<file path="src/sv/ccsp_pkg.sv">
// ============================================================================
// ccsp_pkg
// Shared widths and codes for the conflict checked submatrix place block.
// ============================================================================
package ccsp_pkg;

    // Width of a matrix cell and of a pattern entry.
    localparam int DATA_W = 32;
    // Width of a matrix row/column number held in an index slot.
    localparam int IDX_W = 6;

    // Command codes carried by the func field.
    localparam logic [1:0] FUNC_LOAD_SLOT  = 2'd0;
    localparam logic [1:0] FUNC_LOAD_ENTRY = 2'd1;
    localparam logic [1:0] FUNC_PLACE      = 2'd2;
    localparam logic [1:0] FUNC_READ       = 2'd3;

    // Status codes returned with every result word.
    localparam logic [1:0] STATUS_OK       = 2'd0;
    localparam logic [1:0] STATUS_CONFLICT = 2'd1;
    localparam logic [1:0] STATUS_SIZE     = 2'd2;

endpackage

</file>
<file path="src/sv/ccsp_slot_ram.sv">
// ============================================================================
// ccsp_slot_ram
// Index slot store: one write port and two registered read ports, so the row
// and the column number of a pattern position are fetched in the same cycle.
// ============================================================================
module ccsp_slot_ram #(
    parameter int DEPTH = 16,
    parameter int AW    = 4
) (
    input  logic                      i_clk,
    input  logic                      i_we,
    input  logic [AW-1:0]             i_waddr,
    input  logic [ccsp_pkg::IDX_W-1:0] i_wdata,
    input  logic [AW-1:0]             i_raddr_a,
    input  logic [AW-1:0]             i_raddr_b,
    output logic [ccsp_pkg::IDX_W-1:0] o_rdata_a,
    output logic [ccsp_pkg::IDX_W-1:0] o_rdata_b
);

    logic [ccsp_pkg::IDX_W-1:0] r_mem [DEPTH];
    logic [ccsp_pkg::IDX_W-1:0] r_rdata_a;
    logic [ccsp_pkg::IDX_W-1:0] r_rdata_b;

    always_ff @(posedge i_clk) begin
        if (i_we) begin
            r_mem[i_waddr] <= i_wdata;
        end
        r_rdata_a <= r_mem[i_raddr_a];
        r_rdata_b <= r_mem[i_raddr_b];
    end

    assign o_rdata_a = r_rdata_a;
    assign o_rdata_b = r_rdata_b;

endmodule

</file>
<file path="config.mk">
export PLATFORM = sky130hd
export DESIGN_NAME = ccsp_slot_ram
export DESIGN_NICKNAME = d
export VERILOG_FILES = /design/src/sv/ccsp_pkg.sv /design/src/sv/ccsp_slot_ram.sv
export SDC_FILE = /design/constraint.sdc
export NUM_CORES = 1
export LEC_CHECK = 0
export ABC_AREA = 1
export BUFFER_PORTS_ARGS = -buffer_cell sky130_fd_sc_hd__buf_2
export CORE_UTILIZATION = 45
export CTS_CLUSTER_SIZE = 10
export DETAILED_ROUTE_END_ITERATION = 10
export GPL_TIMING_DRIVEN = 0
export SETUP_SLACK_MARGIN = 0.02
export SYNTH_ARGS = -nofsm -noshare
export SYNTH_HDL_FRONTEND = slang
export SYNTH_SLANG_ARGS = --single-unit
</file>
<file path="constraint.sdc">
create_clock -name i_clk -period 2.4 [get_ports i_clk]
set_input_delay 0 -clock i_clk [delete_from_list [all_inputs] [get_ports i_clk]]
set_output_delay 0 -clock i_clk [all_outputs]
set_load 0.01 [all_outputs]
</file>
==> impl_metrics.tcl, run 1 <==
set metrics [dict create \
    outcome "finished, violations left" \
    violations "DRC" \
    maxCapViolCount 0 \
    cts_made_buffers 9 \
    rsz0062_at_grt "no" \
    drv_slew 0 \
    worst_slack_ps 1250 \
    drc 9 \
    hold_path.class "input port to flop" \
    postSynthCellCount 645 \
    max-slew-margin-rel_pct 45.24 \
    routed_wl_microns 17650 \
    yosysSeqAreaShare_pct 57.75 \
    worst-path-max-fanout 2 \
    syn_nets 665 \
    hold_viol 0 \
    seq_area_sq_mm 0.003123 \
    finalCritPeriodShare_pct 47.90 \
    worst_pin_slew_ps 818.4 \
    io_buffers 29 \
    drive_gt1_share_pct 10.26 \
    die_w_microns 111.6 \
    gr-total-overflow 0 \
    setup_viol 0 \
    synth_edf_count 96 \
    root_buffer "clkbuf_16" \
    fp.dieH_microns 111.6 \
    grt_max_degree 17 \
    rows 39 \
    antenna_found_initial 0 \
    cts_tree "built" \
    initial_core_util_pct 46.76 \
    ys_warn_count 0 \
    critPathLaunchType "flop" \
    netlist_area_sq_mm 0.005408 \
    yosysMostFrequentCell "nand2_1" \
    dieArea_sq_mm 0.01246 \
    grt_pass1_wl_microns 26120 \
    clock_path_buffers 2 \
    final_antenna_net_count 0 \
    fmax_ghz 0.8699 \
    peakVddDrop_uv 516.9 \
    num-fill-cells 1091 \
    htree_levels 3 \
    layout_min_cycle_time_ps 1150 \
    grt_pass1_vias 4339 \
    vias 4573 \
    io_pins 32 \
    core_sq_mm 0.01156 \
    gp_congestion 0.9535 \
    clk_pin_slew_worst_paths_ps 70 \
    cp_data_arrival_time_ps 1400 \
    end_kind "flop" \
    holdBufCountCts 2 \
    diodes 0 \
    preCtsSetupSlack_ps 905.4 \
    crit_required_ps 2650 \
    ctsResizeCount 0 \
    worstSetupPathType "flop to flop" \
    hpwlAfterDp_microns 12880 \
    worstSkewPairLatency_ps 350 \
    power-per-cell-area_mw_per_mm2 685.3 \
    synth_ff_type "edfxtp_1" \
    yosysTopAreaCell "edfxtp_1" \
    drt_pass1_iterations 9 \
    area_delta_synth_final_pct 12.05 \
    synth_top_cells_by_count "209 x nand2_1, 169 x nand3_1, 104 x inv_1, 96 x edfxtp_1, 19 x buf_2" \
    yosysTopAreaCellShare_pct 53.31 \
    multi_input_area_sq_mm 0.001709 \
    cts.sinks 108 \
    synthTopCellsByArea "edfxtp_1 53%, nand3_1 16%, nand2_1 15%" \
    fin_setup_tns_ps 0 \
    nNetsFinal 707 \
    fin_skew_ps 8.189 \
    wire_per_inst_microns 21.14 \
    synth.distinct_cells 12 \
    grt_usage_pct 29.49 \
    detail_route.vias_per_cell 5.477 \
    cts_setup_buffers 0 \
    leakage_nw 2.776 \
    ys_async_sr_fraction_pct 0 \
    postSynthAreaPerCell_sq_um 8.384 \
    ys_seq_elements 108 \
    drt_iter0_markers 551 \
]
-- report_power, final --
group	internal, mW	leakage (nW)	switching (mW)
logic	0.137	1.65	0.344
registers	2.10	0.968	0.0132
clock network	0.906	0.154	0.652
total	3.14	2.78	1.01
-- cell families after synthesis --
logic type,after synthesis,synth area share (%)
AND/OR/NAND/NOR,397,31.61
buffers and inverters,140,10.64
flip-flops,108,57.75
-- flip-flops by register name, summed over array words and instances (netlist names) --
register,count
o_rdata_a,6
r_mem,96
o_rdata_b,6
-- cell usage in the layout, fill, tap and decap left out, drive strengths merged --
cell type and n:
dlygate4sd3 2, nand3 169, nand2 209, bufinv 2, clkbuf 14, buf 59, nand3b 2, inv 106
edfxtp 96, dfxtp 12, nor2 17, clkinv 4
-- cell type report --
cell class              count  area share [%]
well taps                 143           2.953
repair buffers             31           2.726
inverters                 106           6.566
multi-input cells         397           28.21
clock buffers              10           3.779
clock inverters             6           1.301
plain buffers              34           2.932
flip-flops and latches    108           51.54
-- per-layer routing --
| metal | wire, microns | share of wire, % | track usage, % |
|---|---|---|---|
| met3 | 1613 | 9.1 | 5.389 |
| met4 | 364 | 2.1 | 10.45 |
| met2 | 7977 | 45 | 45.22 |
| met5 | 0 | 0 | 0 |
| met1 | 7695 | 44 | 41.92 |
-- worst paths after layout --
path,endpoint,slack (ps),from,depth (start not counted)
min,o_rdata_b[0],50,i_raddr_b[2],4
max,o_rdata_b[1],1250,r_mem[13][1],6
max reg2reg,o_rdata_b[1],1250,r_mem[13][1],6
min reg2reg,o_rdata_b[4],730,r_mem[11][4],6
-- stage by stage --
stage | util (%) | cell area, sq um | hold WS, ps | std cells | power, mW
2_1_floorplan | - | 5408 | 98.87 | 645 | 2.417
3_3_place_gp | 49.56 | 5732 | 355.0 | 817 | 2.618
3_5_place_dp | 49.56 | 5732 | 346.4 | 817 | 2.623
4_1_cts | 52.40 | 6060 | 57.71 | 835 | 4.146
5_1_grt | 52.40 | 6060 | 78.39 | 835 | 4.267
6_report | 52.40 | 6060 | 53.12 | 835 | 4.152
-- critical path, stage by stage (launching register included) --
cell      delay (ps)
edfxtp_1         360
inv_1             80
nand2_1           60
nand3_1          140
nand3_1          180
nand3_1          160
nand2_1           60
No activity file was read; power rests on OpenSTA's default activity.
==> run 2: changes to the inputs <==
--- a/config.mk
+++ b/config.mk
@@ -5,7 +5,7 @@
 export SDC_FILE = /design/constraint.sdc
 export NUM_CORES = 1
 export LEC_CHECK = 0
-export ABC_AREA = 1
+export ABC_AREA = 0
 export BUFFER_PORTS_ARGS = -buffer_cell sky130_fd_sc_hd__buf_2
 export CORE_UTILIZATION = 45
 export CTS_CLUSTER_SIZE = 10
==> constraint.sdc (replaced) <==
create_clock -name i_clk -period 1.09 [get_ports i_clk]
set_input_delay 0 -clock i_clk [delete_from_list [all_inputs] [get_ports i_clk]]
set_output_delay 0 -clock i_clk [all_outputs]
set_load 0.01 [all_outputs]
==> run 2 against run 1 <==
Net effect: synthesized cell count is 63% lower; worst hold slack worse by 42 ps; routed wire length is 42% lower; the run ends with setup timing left; highest routed layer unchanged; first-iteration DRC count is 70% lower; count of clock-buffer cells in the layout is 1 higher; clock power is 67% higher.
==> impl_metrics.tcl, run 2 <==
set metrics [dict create \
    yosysSeqAreaShare_pct 65.14 \
    finalCritPeriodShare_pct 119.7 \
    diodes 0 \
    preCtsSetupSlack_ps -571.6 \
    die_w_microns 105.2 \
    grt_pass1_wl_microns 15460 \
    io_pins 32 \
    grt_pass1_vias 2492 \
    violations "setup timing" \
    detail_route.vias_per_cell 5.959 \
    end_kind "flop" \
    fmax_ghz 0.7664 \
    gp_congestion 0.7575 \
    yosysTopAreaCellShare_pct 60.13 \
    core_sq_mm 0.01032 \
    drt_pass1_iterations 4 \
    max-slew-margin-rel_pct 46.08 \
    crit_required_ps 1360 \
    worst-path-max-fanout 2 \
    worstSkewPairLatency_ps 380 \
    hold_path.class "input port to flop" \
    initial_core_util_pct 46.44 \
    maxCapViolCount 0 \
    cts_made_buffers 9 \
    critPathLaunchType "flop" \
    place_area_sq_mm 0.005039 \
    routed_wl_microns 10200 \
    drc 0 \
    final_cell_mix "96 x edfxtp_1, 48 x mux4_2, 31 x buf_2" \
    ys_async_sr_fraction_pct 0 \
    fin_setup_tns_ps -2168 \
    fin_skew_ps 8.725 \
    io_buffers 27 \
    cts_tree "built" \
    drive_gt1_share_pct 44.29 \
    wire_per_inst_microns 24.52 \
    largest_register_ffs 96 \
    ys_seq_elements 108 \
    worstSetupPathType "flop to flop" \
    worst_pin_slew_ps 807.1 \
    worst_slack_ps -214.8 \
    power_mw 8.071 \
    postLayoutCoreUtil_pct 51.76 \
    hpwlAfterDp_microns 7020 \
    hold_viol 0 \
    clock_path_buffers 2 \
    synth_ff_type "edfxtp_1" \
    dieArea_sq_mm 0.01107 \
    rows 37 \
    drt_iter0_markers 163 \
    rsz0062_at_grt "yes" \
    grt_usage_pct 20.50 \
    fp.dieH_microns 105.2 \
    peakVddDrop_uv 543.6 \
    clk_pin_slew_worst_paths_ps 100 \
    yosysMostFrequentCell "edfxtp_1" \
    layout_min_cycle_time_ps 1305 \
    ys_warn_count 0 \
    synth_edf_count 96 \
    postSynthCellCount 237 \
    postSynthAreaPerCell_sq_um 20.23 \
    synthTopCellsByArea "edfxtp_1 60%, mux4_1 13%, mux4_2 11%" \
    top_register "r_mem" \
    outcome "finished, violations left" \
    final_area_sq_mm 0.005344 \
    cts.sinks 108 \
    grt_max_degree 17 \
    area_delta_synth_final_pct 11.46 \
    vias 2479 \
    nNetsFinal 295 \
    drv_slew 0 \
    yosysTopAreaCell "edfxtp_1" \
    holdBufCountCts 0 \
    final_common_cell "edfxtp_1" \
    netlist_area_sq_mm 0.004795 \
    synth.distinct_cells 19 \
    synth_top_cells_by_count "96 x edfxtp_1, 24 x a22oi_1, 24 x mux4_1, 24 x mux4_2, 14 x nor2_1" \
    gr-total-overflow 0 \
    syn_nets 257 \
    setup_viol 12 \
    final_antenna_net_count 0 \
    antenna_found_initial 0 \
    htree_levels 3 \
    leakage_nw 1.708 \
    power-per-cell-area_mw_per_mm2 1510 \
    root_buffer "clkbuf_8" \
    cp_data_arrival_time_ps 1580 \
]
==> run 2: cell types whose count changed after synthesis, moves of 24 or more <==
cell	delta
a22oi_1	+24
inv_1	-104
mux4_1	+24
mux4_2	+24
nand2_1	-196
nand3_1	-168
==> run 2: logic make-up (layout without fill, tap and decap cells) <==
group	count (synthesis)	in the layout	share of synthesized area, %
mux	48	48	24.43
flops	108	108	65.14
simple gates	43	43	4.175
compound gates	24	24	3.758
buf+inv	14	57	2.505
==> run 2: per-stage QoR <==
step | std cells | hold slack (ps)
2_1_floorplan | 237 | 98.87
3_3_place_gp | 400 | 394.9
3_5_place_dp | 400 | 391.9
4_1_cts | 416 | 23.10
5_1_grt | 416 | 17.59
6_report | 416 | 11.03
==> run 2: worst max-delay path, cell delays in order, from the launching register on <==
cell and delay, ps:
edfxtp_1 400, mux4_2 490, a22oi_2 230, nand2_1 70
==> run 2: layout make-up <==
cell class | instances | area [sq um]
Multi-Input combinational cell | 115 | 1588
Clock buffer | 11 | 131.4
Timing Repair Buffer | 27 | 135.1
Sequential cell | 108 | 3123
Clock inverter | 5 | 76.32
Buffer | 14 | 120.1
Fill cell | 827 | 4980
Tap cell | 136 | 170.2
==> run 2: what timing repair did <==
action,4_1_cts,5_1_grt
gates resized for setup,23,5
setup endpoints to repair,42,18
gates cloned,0,0
hold endpoints to repair,0,0
pin swaps,4,1
setup buffers,0,0
==> run 2: final timing paths <==
path / depth (start not counted) / to / startpoint / slack, ps
max: 3 / o_rdata_a[3] / r_mem[3][3] / -210
min: 1 / r_mem[10][2] / i_wdata[2] / 10
max reg2reg: 3 / o_rdata_a[3] / r_mem[3][3] / -210
min reg2reg: 3 / o_rdata_b[5] / r_mem[7][5] / 720
==> run 2: power breakdown <==
group	internal [mW]	switching, mW
clock network	1.29	1.32
registers	4.62	0.0392
logic	0.364	0.440
total	6.27	1.80
==> run 2: routing by layer <==
| layer | track usage [%] | up-vias | wire, microns |
|---|---|---|---|
| met5 | 0 | - | 0 |
| met1 | 30.37 | 1278 | 4474 |
| li1 | - | 1076 | - |
| met2 | 29.51 | 104 | 4699 |
| met4 | 9.054 | 0 | 265 |
| met3 | 4.143 | 21 | 762 |
==> run 3: changes to the inputs <==
--- a/config.mk
+++ b/config.mk
@@ -11,6 +11,8 @@
 export CTS_CLUSTER_SIZE = 10
 export DETAILED_ROUTE_END_ITERATION = 10
 export GPL_TIMING_DRIVEN = 0
+export HOLD_SLACK_MARGIN = 0.15
+export REMOVE_ABC_BUFFERS = 1
 export SETUP_SLACK_MARGIN = 0.02
 export SYNTH_ARGS = -nofsm -noshare
 export SYNTH_HDL_FRONTEND = slang
==> run 3 against run 2 <==
Net effect: the flow still finishes with violations (setup timing); die area did not move; sequential share of layout area rose by 0.22 points; sequential cell count did not move; count of clock-buffer cells in the layout fell by 2; cell count fell by 0.96%; clock skew rose by 5.0 ps; clock power fell by 6%; routed wire length fell by 3.0%; register-to-register slack got worse by 20 ps; cell area fell by 0.37%; setup slack got worse by 19 ps.
==> impl_metrics.tcl, run 3 (synthesized netlist as in run 2, its figures left out) <==
set metrics [dict create \
    diodes 0 \
    hold_viol 0 \
    grt_usage_pct 19.21 \
    clock_path_buffers 2 \
    die_w_microns 105.2 \
    dieArea_sq_mm 0.01107 \
    worst_slack_ps -234.1 \
    r2r-start "r_mem[3][5]" \
    hpwlAfterDp_microns 6353 \
    instances_no_fill 412 \
    rsz0062_at_grt "yes" \
    final_area_sq_mm 0.005324 \
    rr_endpoint "o_rdata_b[5]" \
    drv_slew 0 \
    grt_pass1_wl_microns 14770 \
    holdBufCountCts 6 \
    fp.dieH_microns 105.2 \
    setup_viol 12 \
    layout_min_cycle_time_ps 1324 \
    area_delta_synth_final_pct 11.04 \
    peakVddDrop_uv 662.8 \
    final_cell_mix "96 x edfxtp_1, 42 x mux4_2, 29 x buf_2" \
    power_mw 7.871 \
    r2r_slack_ps -230 \
    nNetsFinal 291 \
    worstSetupPathType "flop to flop" \
    rows 37 \
    htree_levels 3 \
    place_area_sq_mm 0.005000 \
    drc 0 \
    drt_iter0_markers 118 \
    finalCritPeriodShare_pct 121.5 \
    grt_pass1_vias 2579 \
    largest_register_ffs 96 \
    detail_route.vias_per_cell 5.898 \
    dp_cells 390 \
    top_register "r_mem" \
    wire_per_inst_microns 24.02 \
    gp_congestion 0.7024 \
    io_buffers 31 \
    antenna_found_initial 0 \
    vias 2430 \
    final_common_cell "edfxtp_1" \
    multi_input_area_sq_mm 0.001612 \
    leakage_nw 1.703 \
    fin_skew_ps 13.73 \
    hold_path.class "input port to flop" \
    cts_made_buffers 9 \
    num-fill-cells 844 \
    grt_max_degree 25 \
    clk_pin_slew_worst_paths_ps 100 \
    worst_pin_slew_ps 798.9 \
    outcome "finished, violations left" \
    critPathLaunchType "flop" \
    max-slew-margin-rel_pct 46.63 \
    end_kind "flop" \
    core_sq_mm 0.01032 \
    maxCapViolCount 0 \
    violations "setup timing" \
    r2r_cells 3 \
    final_antenna_net_count 0 \
    seq_area_sq_mm 0.003123 \
    critPathCapture "o_rdata_b[5]" \
    routed_wl_microns 9897 \
    drive_gt1_share_pct 42.03 \
    initial_core_util_pct 46.44 \
    fmax_ghz 0.7552 \
    cts_setup_buffers 0 \
    drt_pass1_iterations 4 \
    min_from "i_waddr[1]" \
    cts.sinks 108 \
    power-per-cell-area_mw_per_mm2 1478 \
    startpoint "r_mem[3][5]" \
    crit_required_ps 1350 \
    worstSkewPairLatency_ps 370 \
    root_buffer "clkbuf_8" \
    worst-path-max-fanout 2 \
    cts_tree "built" \
    postLayoutCoreUtil_pct 51.57 \
    io_pins 32 \
    preCtsSetupSlack_ps -782.8 \
    gr-total-overflow 0 \
    cp_data_arrival_time_ps 1590 \
]
-- run 3: cell count changes in the layout (fill, tap and decap cells not counted), moves of 3 or more --
cell	change
buf_6	-4
clkbuf_1	-4
dlygate4sd3_1	+6
mux4_1	+6
mux4_2	-6
nor2_1	-3
nor2_2	+3
-- run 3: report_power, final --
part	switching (mW)	internal (mW)
clock	1.38	1.07
combinational	0.412	0.342
sequential	0.0406	4.62
-- run 3: how the worst min path moves through the flow --
stage,to,cells past startpoint
after floorplan,r_mem[0][0],0
after global placement,r_mem[9][0],1
after detailed placement,o_rdata_a[2],1
after CTS,r_mem[0][4],2
after global routing,r_mem[0][4],2
final,r_mem[0][4],2
-- run 3: timing repair --
| item | in CTS | in global routing |
|---|---|---|
| gates resized for setup | 28 | 20 |
| pin swaps | 13 | 10 |
| endpoints found under the setup margin | 54 | 23 |
| endpoints found under the hold margin | 120 | 12 |
-- run 3: final cells by class --
type | instances | area share, %
timing repair buffer | 37 | 4.136
sequential | 108 | 58.66
tap | 136 | 3.196
clock inverter | 7 | 1.410
clock buffer | 9 | 2.327
multi-input combinational | 115 | 30.27
-- run 3: critical path: stages (launching register included) --
cell and delay (ps):
edfxtp_1 390, mux4_2 500, a22oi_2 260, nand2_1 70
-- run 3: per-stage QoR --
stage               hold slack, ps  TNS (ps)
finish                       125.7     -2338
global route                 111.3     -2952
CTS                          74.66     -2700
detailed placement           396.4    -44510
global placement             391.5    -44600
floorplan                    98.87     -3830
-- run 3: layer usage --
layer  GRT usage, %  vias up  share of wire (%)
met2          32.05       68                 51
met1          25.00     1272                 43
met3          4.576       16                3.8
li1               -     1074                  -
met4          6.137        0                2.1
met5              0        -                  0
